--- src/sv/cfd_pkg.sv ---
// Package for the control frame deframer.
// Holds the beat structs, stage control struct and the frame constants.
// No dependencies.
package cfd_pkg;

  localparam int PosW = 17;
  localparam logic [PosW-1:0] POS_MAX = '1;
  localparam logic [PosW-1:0] POS_TYPE = 17'd4;
  localparam logic [PosW-1:0] POS_LEN_HI = 17'd5;
  localparam logic [PosW-1:0] POS_LEN_LO = 17'd6;
  localparam logic [PosW-1:0] POS_SRC_FIRST = 17'd7;
  localparam logic [PosW-1:0] POS_SRC_LAST = 17'd10;
  localparam logic [PosW-1:0] POS_DST_FIRST = 17'd11;
  localparam logic [PosW-1:0] POS_DST_LAST = 17'd14;
  localparam logic [PosW-1:0] POS_PAYLOAD = 17'd15;
  localparam logic [PosW-1:0] HDR_LEN = 17'd4;
  localparam logic [PosW-1:0] MIN_FRAME = 17'h10;

  localparam logic [7:0] HDR_EVEN = 8'h44; // 'D'
  localparam logic [7:0] HDR_ODD = 8'h53;  // 'S'

  localparam logic KIND_PAYLOAD = 1'b0;
  localparam logic KIND_STATUS = 1'b1;

  localparam logic [1:0] ST_OK = 2'd0;
  localparam logic [1:0] ST_BAD_HEADER = 2'd1;
  localparam logic [1:0] ST_BAD_LENGTH = 2'd2;
  localparam logic [1:0] ST_BAD_CHECKSUM = 2'd3;

  typedef struct packed {
    logic [7:0] data_byte;
    logic last_byte;
  } frame_beat_t;

  typedef struct packed {
    logic kind;
    logic [7:0] payload_byte;
    logic [1:0] status;
    logic [3:0] message_type;
    logic [1:0] data_kind;
    logic [1:0] device_kind;
    logic [31:0] source_id;
    logic [31:0] dest_id;
    logic [15:0] payload_len;
  } result_beat_t;

  // Handshake between the input register and the frame logic.
  typedef struct packed {
    logic valid;
    logic take;
  } stage_ctl_t;

endpackage

--- src/sv/cfd_input_reg.sv ---
// Input register stage of the control frame deframer.
// Captures one frame beat and holds it until the next stage takes it.
// Depends on cfd_pkg.
module cfd_input_reg (
  input  logic                clk,
  input  logic                rst,
  input  logic                frame_valid,
  output logic                frame_stall,
  input  cfd_pkg::frame_beat_t frame,
  input  logic                take,
  output logic                beat_valid,
  output cfd_pkg::frame_beat_t beat
);
  import cfd_pkg::*;

  logic load;

  assign frame_stall = beat_valid && !take;
  assign load = frame_valid && !frame_stall;

  always_ff @(posedge clk) begin
    if (rst) begin
      beat_valid <= 1'b0;
    end else if (load) begin
      beat_valid <= 1'b1;
    end else if (take) begin
      beat_valid <= 1'b0;
    end
  end

  always_ff @(posedge clk) begin
    if (load) begin
      beat <= frame;
    end
  end

endmodule

--- src/sv/cfd_frame_logic.sv ---
// Frame tracking state and per-byte decode of the control frame deframer.
// Checks the header, captures fields, sums bytes and forms each result beat.
// Depends on cfd_pkg.
module cfd_frame_logic (
  input  logic                 clk,
  input  logic                 rst,
  input  cfd_pkg::stage_ctl_t  ctl,
  input  cfd_pkg::frame_beat_t beat,
  output logic                 has_result,
  output cfd_pkg::result_beat_t result
);
  import cfd_pkg::*;

  logic [PosW-1:0] byte_position;
  logic [PosW-1:0] byte_position_next;
  logic [7:0] running_sum;
  logic [7:0] running_sum_next;
  logic header_good;
  logic header_good_next;
  logic [15:0] declared_length;
  logic [15:0] declared_length_next;
  logic [7:0] type_byte;
  logic [7:0] type_byte_next;
  logic [31:0] source_reg;
  logic [31:0] source_reg_next;
  logic [31:0] dest_reg;
  logic [31:0] dest_reg_next;

  logic [7:0] want;
  logic hdr_ok;
  logic [PosW-1:0] count;
  logic [PosW:0] end_pos;
  logic in_payload;
  logic [1:0] st;

  always_comb begin
    want = byte_position[0] ? HDR_ODD : HDR_EVEN;
    hdr_ok = header_good && ((byte_position >= HDR_LEN) || (beat.data_byte == want));
    count = (byte_position == POS_MAX) ? byte_position : byte_position + 1'b1;
    end_pos = {1'b0, byte_position} + 18'd2;
    in_payload = hdr_ok && (byte_position >= POS_PAYLOAD)
                 && (end_pos <= {2'b00, declared_length});

    if (!hdr_ok || (count < HDR_LEN)) begin
      st = ST_BAD_HEADER;
    end else if ((count < MIN_FRAME) || (count != {1'b0, declared_length})) begin
      st = ST_BAD_LENGTH;
    end else if (running_sum != beat.data_byte) begin
      st = ST_BAD_CHECKSUM;
    end else begin
      st = ST_OK;
    end
  end

  always_comb begin
    result = '0;
    if (beat.last_byte) begin
      has_result = 1'b1;
      result.kind = KIND_STATUS;
      result.status = st;
      if (st == ST_OK) begin
        result.message_type = type_byte[7:4];
        result.data_kind = type_byte[3:2];
        result.device_kind = type_byte[1:0];
        result.source_id = source_reg;
        result.dest_id = dest_reg;
        result.payload_len = declared_length - MIN_FRAME[15:0];
      end
    end else begin
      has_result = in_payload;
      result.kind = KIND_PAYLOAD;
      result.payload_byte = beat.data_byte;
    end
  end

  always_comb begin
    byte_position_next = byte_position;
    running_sum_next = running_sum;
    header_good_next = hdr_ok;
    declared_length_next = declared_length;
    type_byte_next = type_byte;
    source_reg_next = source_reg;
    dest_reg_next = dest_reg;
    if (beat.last_byte) begin
      // end of frame: back to the reset picture
      byte_position_next = '0;
      running_sum_next = '0;
      header_good_next = 1'b1;
      declared_length_next = '0;
      type_byte_next = '0;
      source_reg_next = '0;
      dest_reg_next = '0;
    end else begin
      byte_position_next = count;
      running_sum_next = running_sum + beat.data_byte;
      if (byte_position == POS_TYPE) begin
        type_byte_next = beat.data_byte;
      end else if (byte_position == POS_LEN_HI) begin
        declared_length_next = {beat.data_byte, declared_length[7:0]};
      end else if (byte_position == POS_LEN_LO) begin
        declared_length_next = {declared_length[15:8], beat.data_byte};
      end else if ((byte_position >= POS_SRC_FIRST) && (byte_position <= POS_SRC_LAST)) begin
        source_reg_next = {source_reg[23:0], beat.data_byte};
      end else if ((byte_position >= POS_DST_FIRST) && (byte_position <= POS_DST_LAST)) begin
        dest_reg_next = {dest_reg[23:0], beat.data_byte};
      end
    end
  end

  always_ff @(posedge clk) begin
    if (rst) begin
      byte_position <= '0;
      running_sum <= '0;
      header_good <= 1'b1;
      declared_length <= '0;
      type_byte <= '0;
      source_reg <= '0;
      dest_reg <= '0;
    end else if (ctl.valid && ctl.take) begin
      byte_position <= byte_position_next;
      running_sum <= running_sum_next;
      header_good <= header_good_next;
      declared_length <= declared_length_next;
      type_byte <= type_byte_next;
      source_reg <= source_reg_next;
      dest_reg <= dest_reg_next;
    end
  end

endmodule

--- src/sv/cfd_output_reg.sv ---
// Result register of the control frame deframer.
// Holds one result beat until the receiver takes it; loads in the same cycle.
// Depends on cfd_pkg.
module cfd_output_reg (
  input  logic                  clk,
  input  logic                  rst,
  input  logic                  load,
  input  cfd_pkg::result_beat_t next_result,
  output logic                  can_load,
  output logic                  result_valid,
  input  logic                  result_stall,
  output cfd_pkg::result_beat_t result
);
  import cfd_pkg::*;

  assign can_load = !result_valid || !result_stall;

  always_ff @(posedge clk) begin
    if (rst) begin
      result_valid <= 1'b0;
    end else if (can_load) begin
      result_valid <= load;
    end
  end

  always_ff @(posedge clk) begin
    if (load && can_load) begin
      result <= next_result;
    end
  end

endmodule

--- src/sv/control_frame_deframer.sv ---
// Top level of the control frame deframer.
// Chains input register, frame logic and result register. Depends on cfd_pkg.
//
// Usage:
//   frame carries one received byte a beat, last_byte set on the final byte.
//   result carries either a payload byte (kind 0) or one end-of-frame status
//   beat (kind 1) with the decoded type fields, ids and payload length.
//   A beat moves on a rising edge with valid high and stall low.
// Path: a byte accepted into the input register gives its result beat, if any,
//   in the result register, which a held result can delay.
// Throughput: one byte per cycle while no held result stalls the input, set
//   by the single pass of byte logic between the two registers; header bytes
//   and bytes past the payload give no result.
// Reset: rst clears both stage valids and returns the frame state to the
//   start of a frame (position zero, sum zero, header good).
// Stall: while result_stall holds a waiting result, the next byte still
//   fills the input register; frame_stall rises only when both are full.
module control_frame_deframer (
  input  logic                  clk,
  input  logic                  rst,
  input  logic                  frame_valid,
  output logic                  frame_stall,
  input  cfd_pkg::frame_beat_t  frame,
  output logic                  result_valid,
  input  logic                  result_stall,
  output cfd_pkg::result_beat_t result
);
  import cfd_pkg::*;

  stage_ctl_t ctl;
  frame_beat_t beat;
  result_beat_t next_result;
  logic beat_valid;
  logic has_result;
  logic can_load;

  assign ctl = '{valid: beat_valid, take: can_load};

  cfd_input_reg u_input_reg (
    .clk        (clk),
    .rst        (rst),
    .frame_valid(frame_valid),
    .frame_stall(frame_stall),
    .frame      (frame),
    .take       (can_load),
    .beat_valid (beat_valid),
    .beat       (beat)
  );

  cfd_frame_logic u_frame_logic (
    .clk       (clk),
    .rst       (rst),
    .ctl       (ctl),
    .beat      (beat),
    .has_result(has_result),
    .result    (next_result)
  );

  cfd_output_reg u_output_reg (
    .clk         (clk),
    .rst         (rst),
    .load        (ctl.valid && has_result),
    .next_result (next_result),
    .can_load    (can_load),
    .result_valid(result_valid),
    .result_stall(result_stall),
    .result      (result)
  );

  // input side blocks only behind a held result
  a_stall_cause: assert property (@(posedge clk) disable iff (rst)
    frame_stall |-> (result_valid && result_stall))
    else $error("frame_stall without a held result");

  a_reset_clears: assert property (@(posedge clk)
    rst |=> !result_valid)
    else $error("result_valid after reset");

  a_payload_clean: assert property (@(posedge clk) disable iff (rst)
    (result_valid && (result.kind == KIND_PAYLOAD)) |->
      ((result.status == ST_OK) && (result.payload_len == 16'd0)
       && (result.source_id == 32'd0) && (result.dest_id == 32'd0)))
    else $error("payload beat carries status fields");

  a_bad_status_clean: assert property (@(posedge clk) disable iff (rst)
    (result_valid && (result.kind == KIND_STATUS) && (result.status != ST_OK)) |->
      ((result.source_id == 32'd0) && (result.dest_id == 32'd0)
       && (result.payload_len == 16'd0) && (result.message_type == 4'd0)))
    else $error("failed frame reports decoded fields");

endmodule

--- config.mk ---
export PLATFORM = sky130hd
export DESIGN_NAME = control_frame_deframer
export DESIGN_NICKNAME = d
export VERILOG_FILES = /design/src/sv/cfd_pkg.sv /design/src/sv/cfd_input_reg.sv /design/src/sv/cfd_frame_logic.sv /design/src/sv/cfd_output_reg.sv /design/src/sv/control_frame_deframer.sv
export SDC_FILE = /design/constraint.sdc
export NUM_CORES = 1
export LEC_CHECK = 0
export BUFFER_PORTS_ARGS = -buffer_cell sky130_fd_sc_hd__buf_2
export CAP_MARGIN = 20
export CORE_ASPECT_RATIO = 0.6
export CORE_UTILIZATION = 59
export CTS_BUF_LIST = sky130_fd_sc_hd__clkbuf_4 sky130_fd_sc_hd__clkbuf_8 sky130_fd_sc_hd__clkbuf_16
export DETAILED_ROUTE_END_ITERATION = 10
export GPL_TIMING_DRIVEN = 1
export PLACE_DENSITY = 0.9
export SLEW_MARGIN = 20
export SYNTH_ARGS = -nofsm -noshare
export SYNTH_HDL_FRONTEND = slang
export SYNTH_SLANG_ARGS = --single-unit
--- constraint.sdc ---
create_clock -name clk -period 10.24 [get_ports clk]
set_clock_uncertainty 0.2 [all_clocks]
set_input_delay 0.512 -clock clk [delete_from_list [all_inputs] [get_ports clk]]
set_output_delay 0.512 -clock clk [all_outputs]
set_load 0.005 [all_outputs]
# Yosys cells after proc, flatten, opt, wreduce, memory -nomap -nowiden
# Cells that the tools add are included.
[totals] reg_bits=224 inputBits=13 output_inout_bits=101 wordCells=106
[op_classes] addsub=4 n_lt_le_gt_ge=9 n_eq_ne=11 muxes=29 reduce_logical=32
[ops] cell="two-way mux 32 bit" n=11
[ops] cell="equality test 17 x 3 -> 1 bit, second input constant" n=3
[ops] cell="two-way mux 16 bit" n=3
[ops] cell=">= comparator 17 x 3 -> 1 bit, second input constant" n=2
[ops] cell=">= comparator 17 x 4 -> 1 bit, second input constant" n=2
[ops] cell="less-or-equal comparator 17 x 4 -> 1 bit, second input constant" n=2
[ops] cell="two-way mux 17 bit" n=2
[ops] cell="two-way mux 8 bit" n=4
[ops] cell="adder 17 x 2 -> 18 bit, second input constant" n=1
[ops] cell="less-or-equal comparator 18 x 16 -> 1 bit" n=1
[ops] cell="adder 17 x 1 -> 17 bit, second input constant" n=1
[ops] cell="equality test 17 bit, second input constant" n=1
[ops] cell="less-than comparator 17 x 3 -> 1 bit, second input constant" n=1
[ops] cell="less-than comparator 17 x 5 -> 1 bit, second input constant" n=1
[ops] cell="!= test 17 x 16 -> 1 bit" n=1
[ops] cell="subtractor 16 x 5 -> 16 bit, second input constant" n=1
[ops] cell="nonzero test 2 bit" n=6
[ops] cell="logical AND 1 bit" n=10
[ops] cell="adder 8 bit" n=1
[ops] cell="equality test 8 bit" n=1
[ops] cell="!= test 2 bit, second input constant" n=4
[ops] cell="!= test 8 bit" n=1
[ops] cell="two-way mux 2 bit" n=3
[ops] cell="AND reduction 6 bit" n=1
[ops] cell="9 further kinds" n=21

# Depth between registers and ports, before layout
[logic_depth] ltp_word=9 ltp_mapped=14 mapped_depth_nobuf=13

# Hierarchy
# Synthesis repeated with hierarchy kept, for this count alone.
[unflattened] hier_cells=1090 area_unflattened_um2=10779.1
[by_module_without_submodules] mod="cfd_frame_logic" n_inst=1 cells_per_inst=972 area_each_um2=7440.9 seq_area_each_um2=2282.2
[by_module_without_submodules] mod="cfd_output_reg" n_inst=1 cells_per_inst=104 area_each_um2=3011.6 seq_area_each_um2=2992.9
[by_module_without_submodules] mod="cfd_input_reg" n_inst=1 cells_per_inst=13 area_each_um2=320.3 seq_area_each_um2=290.3
[by_module_without_submodules] mod="control_frame_deframer" n_inst=1 cells_per_inst=1 area_each_um2=6.3 seq_area_each_um2=0.0

# Worst setup path after synthesis
# OpenSTA, ideal clock, no wires.
[synth_timing] path_type="register -> register" start="register u_frame_logic.byte_position[1]" end="register, netlist name u_output_reg.result[0]" setup_ns=0.589 t_arrival_ns=7.700 required_time_ns=9.451 setup_slack_ns=1.751 path_stages_with_launch=15 path_buffers=1 synth_period_minus_slack_ns=8.489 cell_sequence="dfxtp_1 ha_1 buf_2 nand4_1 nor3_1 xor2_1 ha_1 a21o_1 a21oi_1 nor2b_1 a2111oi_0 nand2_1 o21ai_0 o2111ai_1 a21oi_1"
[synth_via] elab_chain_len=8 word_cells_on_any_way=11 classes_between="add/sub (1); order compare (3); mux (1); reduce/logical (6)"
[synth_lines] item="from (decl)" line="cfd_frame_logic.sv:14" rtl="logic [PosW-1:0] byte_position;"
[synth_lines] item="from (signal assigned)" line="cfd_frame_logic.sv:120" rtl="byte_position <= byte_position_next;"
[synth_lines] item="parallel branches: the longest is 4 deep, another holds adder 17 x 2 -> 18 bit"
[synth_lines] item="logical AND 1 bit *" line="cfd_frame_logic.sv:42" rtl="&& (end_pos <= {2'b00, declared_length});"
[synth_lines] item="two-way mux 1 bit *" line="cfd_frame_logic.sv:57" rtl="if (beat.last_byte) begin"
[synth_lines] item="logical AND 1 bit *" line="control_frame_deframer.sv:62" rtl=".load (ctl.valid && has_result),"
[synth_lines] item="logical AND 1 bit *" line="cfd_output_reg.sv:27" rtl="if (load && can_load) begin"
# Mark *: on every way between the ends.
# A chain may end at the register's enable or synchronous reset.

# Worst setup path after layout
[layout_timing] start="register u_frame_logic.byte_position[2]" end="register, netlist name u_output_reg.result[94]"
[layout_via] elab_chain_len=8 word_cells_on_any_way=11 classes_between="add/sub (1); order compare (3); mux (1); reduce/logical (6)"
[layout_lines] item="parallel branches: the longest is 4 deep, another holds adder 17 x 2 -> 18 bit"
[layout_lines] item="logical AND 1 bit *" line="cfd_frame_logic.sv:42"
[layout_lines] item="two-way mux 1 bit *" line="cfd_frame_logic.sv:57"
[layout_lines] item="logical AND 1 bit *" line="control_frame_deframer.sv:62"
[layout_lines] item="logical AND 1 bit *" line="cfd_output_reg.sv:27"
# Marked as above.

==> metrics <==
worst skew pair latency=0.50 ns; Achievable Freq=163 MHz; library cells used by synthesis=69; Fillers=1346; first-pass GRT wire length=46600 µm; reg2reg end=u_output_reg.result[94]$_SDFFCE_PP0P_; most frequent cells in the layout=dfxtp_1 (116), buf_2 (112), edfxtp_1 (108); Reg power frac=51.6%; unrepaired setup endpoints after global routing=false; CTS tree=done; Pins Over Slew Limit=0; Sw Share=22.1%; post-CTS setup buffers=0; Initial Util=60.3%; gpl congestion=about 1.1; number of flops mapped to enable cells by yosys=108; reg2reg start=u_frame_logic.byte_position[2]$_SDFFE_PP0P_; vias in the first global route=8178; vias=between 9k and 10k; wire per inst=21.7 µm; asr flop ratio synth=0%; WP depth=15; number of synthesized register bits=between 200 and 250; Seq/Total Area, Yosys=51.1%; DRT iter0 DRCs=1311; FF+latch area=5570 µm²; Leak Pwr=~0.0049 µW; # DRC=0; Routed Antenna Nets=0; Final period util=59.7%; final core utilization=68.2%; CORE AREA=18100 µm²; max reg flops=99; final hold vios=0; Multi-input gate area=4880 µm²; Root Driver=clkbuf_16; Die Height=107 µm; routed wire length=31100 µm; die width=about 180 µm; status=finished, final reports clean; placed inst area=11500 µm²; min-delay worst type=in2reg; layout cells sized above 1=17.1%; fin cells=about 1.4k; max cap viols=0; Pre-Repair DR Iteration Count=6; Pwr per Cell Area=150 nW/µm²; CTS sink count=around 220; Avg Inst Size Synth=9.84 µm²; largest net degree at the start of global routing=89; Place WS=4.04 ns; Num CTS Buffers=21; Internal Power=~1400 µW; Worst Path Required=10.17 ns; H-Tree Level Count=1; DPL Wire Length=21000 µm; # setup viols final=0; final instance area=12300 µm²; HP Start=frame[7]; clock power share=43.4%; switching power=about 400 µW; Comb pwr share=under 10%; cells after synthesis=1107; CP endpoint kind=register; Crit Path Max Fanout=60; R2R Setup Slk=4.12 ns; Slew @ Worst Pin=between 1 and 1.5 ns; Final nets=1219; slowest CP cell=dfxtp_1; final worst slack=4.12 ns; WHS Path Cells=1; WHS Endpoint=u_input_reg.beat[7]$_DFFE_PP_; clk slew on worst S/H paths=roughly 0.070 ns; Rel. slew slack=28.0%; Cells after DPL=1381; Yosys warnings=0; max incr delay on CP=0.64 ns; crit start category=register; # resized after CTS=0; Most used DFF post-synth=dfxtp_1; Worst Path Class, Setup=reg2reg; initial antenna violation count=1; worst path bufs/invs=2; PortBufs=~110; # rows=38; syn_nets=1152; Area growth syn-to-layout=13.1%; Die ar.=19000 µm²; synthesized area=10900 µm²; reg2reg path depth=15; commonest non-fill, non-tap cell in the layout=dfxtp_1; cell mode on critical path=ha_1; arrival time worst endpoint=~6.1 ns; CP top delay family=compound AO/OA/AOI/OAI gates; total global-route track usage=32.4%; clk buf depth=3; GRT Residual Overflow=0; vias per cell=about 6.3; CP cell instances=ha_1 -> nand4_1 -> nor3_1 -> xor2_1 -> ha_1 -> a21o_1 -> a21oi_1 -> nor2b_1 -> a2111oi_0 -> nand2_1 -> o21ai_0 -> o2111ai_1 -> a21oi_4 -> buf_16 -> buf_4; I/O Pins=between 100 and 150; VDD IR max=0.117 mV; TNS Setup=0 ns; fin crit period=6.12 ns
-- area by class of cell --
| class | instances | area share, % |
|---|---|---|
| clock inverters | 6 | 0.691 |
| well taps | 240 | 2.44 |
| multi-input cells | 770 | 39.6 |
| inverters | 25 | 0.762 |
| diodes | 2 | 0.0406 |
| flip-flops and latches | 224 | 45.2 |
| clock buffers | 31 | 4.98 |
| repair buffers | 132 | 6.26 |
-- power by group through the flow --
stage                     logic [µW]  registers, µW  clock network [µW]
after detailed placement        83.6            974                   0
after floorplan                 58.1            973                   0
final                           91.5            955                 803
after global placement          80.5            974                   0
after global routing            98.4            955                 838
after CTS                       86.6            955                 801
-- worst max path at each step --
stage,from,to
after floorplan,u_frame_logic.byte_position[1]$_SDFFE_PP0P_,u_output_reg.result[0]$_SDFFCE_PN0P_
after global placement,u_frame_logic.byte_position[2]$_SDFFE_PP0P_,u_output_reg.result[92]$_SDFFCE_PP0P_
after detailed placement,u_frame_logic.byte_position[2]$_SDFFE_PP0P_,u_output_reg.result[92]$_SDFFCE_PP0P_
after CTS,u_frame_logic.byte_position[2]$_SDFFE_PP0P_,u_output_reg.result[98]$_DFFE_PP_
after global routing,u_frame_logic.byte_position[2]$_SDFFE_PP0P_,u_output_reg.result[74]$_SDFFCE_PN0P_
final,u_frame_logic.byte_position[2]$_SDFFE_PP0P_,u_output_reg.result[94]$_SDFFCE_PP0P_
-- per-layer routing --
layer  track usage, %  up-vias  wire, µm
li1                 -     4090         -
met1             48.7     4297     13600
met2             44.3      573     12800
met3             10.9       46      4090
met4             6.47        2       498
met5             4.17        -        99
-- through the flow --
step | hold WS, ns | total power, µW
2_1_floorplan | 0.224 | 1030
3_3_place_gp | 0.235 | 1050
3_5_place_dp | 0.241 | 1060
4_1_cts | 0.00323 | 1840
5_1_grt | 0.00481 | 1890
6_report | 0.0108 | 1850
-- synth_stat cells (5+ instances only) --
cell / number / area share (%)
dfxtp_1: 116 / 21
edfxtp_1: 108 / 30
a21oi_1: 107 / 4.9
nand2_1: 94 / 3.2
and2_1: 89 / 5.1
nor2_1: 71 / 2.4
clkbuf_1: 61 / 2.1
nand3_1: 46 / 2.1
xnor2_1: 32 / 2.6
ha_1: 31 / 3.6
o21ai_0: 28 / 1.3
nor3_1: 27 / 1.2
or3b_2: 25 / 2.0
inv_1: 24 / 0.83
mux2i_1: 18 / 1.7
nand4_1: 18 / 1.0
nor2b_1: 17 / 0.98
a22oi_1: 14 / 0.97
nor4_1: 12 / 0.69
and3_1: 11 / 0.63
buf_2: 11 / 0.51
nand3b_1: 11 / 0.76
xor2_1: 10 / 0.80
a21o_1: 9 / 0.62
a31oi_1: 9 / 0.52
and4_1: 6 / 0.48
clkbuf_2: 6 / 0.28
or3_1: 6 / 0.34
o21a_1: 5 / 0.34
o21bai_1: 5 / 0.34
-- cell families (layout without fill, tap and decap cells) --
logic type	count (synthesis)	in the layout	share of synthesized area [%]
AO/OA/AOI/OAI	224	224	12.8
XOR/XNOR	42	42	3.38
adder cells (fa/ha/maj)	32	32	3.75
buffers and inverters	113	194	4.43
flip-flops	224	224	51.1
multiplexers	18	18	1.65
other	0	2	0
AND/OR/NAND/NOR	454	454	22.8
-- worst reg2reg max path: stages (launching register included) --
cell and delay, ns:
dfxtp_1 0.64, ha_1 0.49, nand4_1 0.31, nor3_1 0.43, xor2_1 0.30, ha_1 0.31
a21o_1 0.19, a21oi_1 0.14, nor2b_1 0.06, a2111oi_0 0.52, nand2_1 0.09, o21ai_0 0.25
o2111ai_1 0.26, a21oi_4 0.62, buf_16 0.25, buf_4 0.63
-- repair_timing --
action,in CTS,in global routing
hold endpoints to repair,8,0
hold buffers,8,0
setup endpoints to repair,0,0
Power figures use the tool's default switching activity.
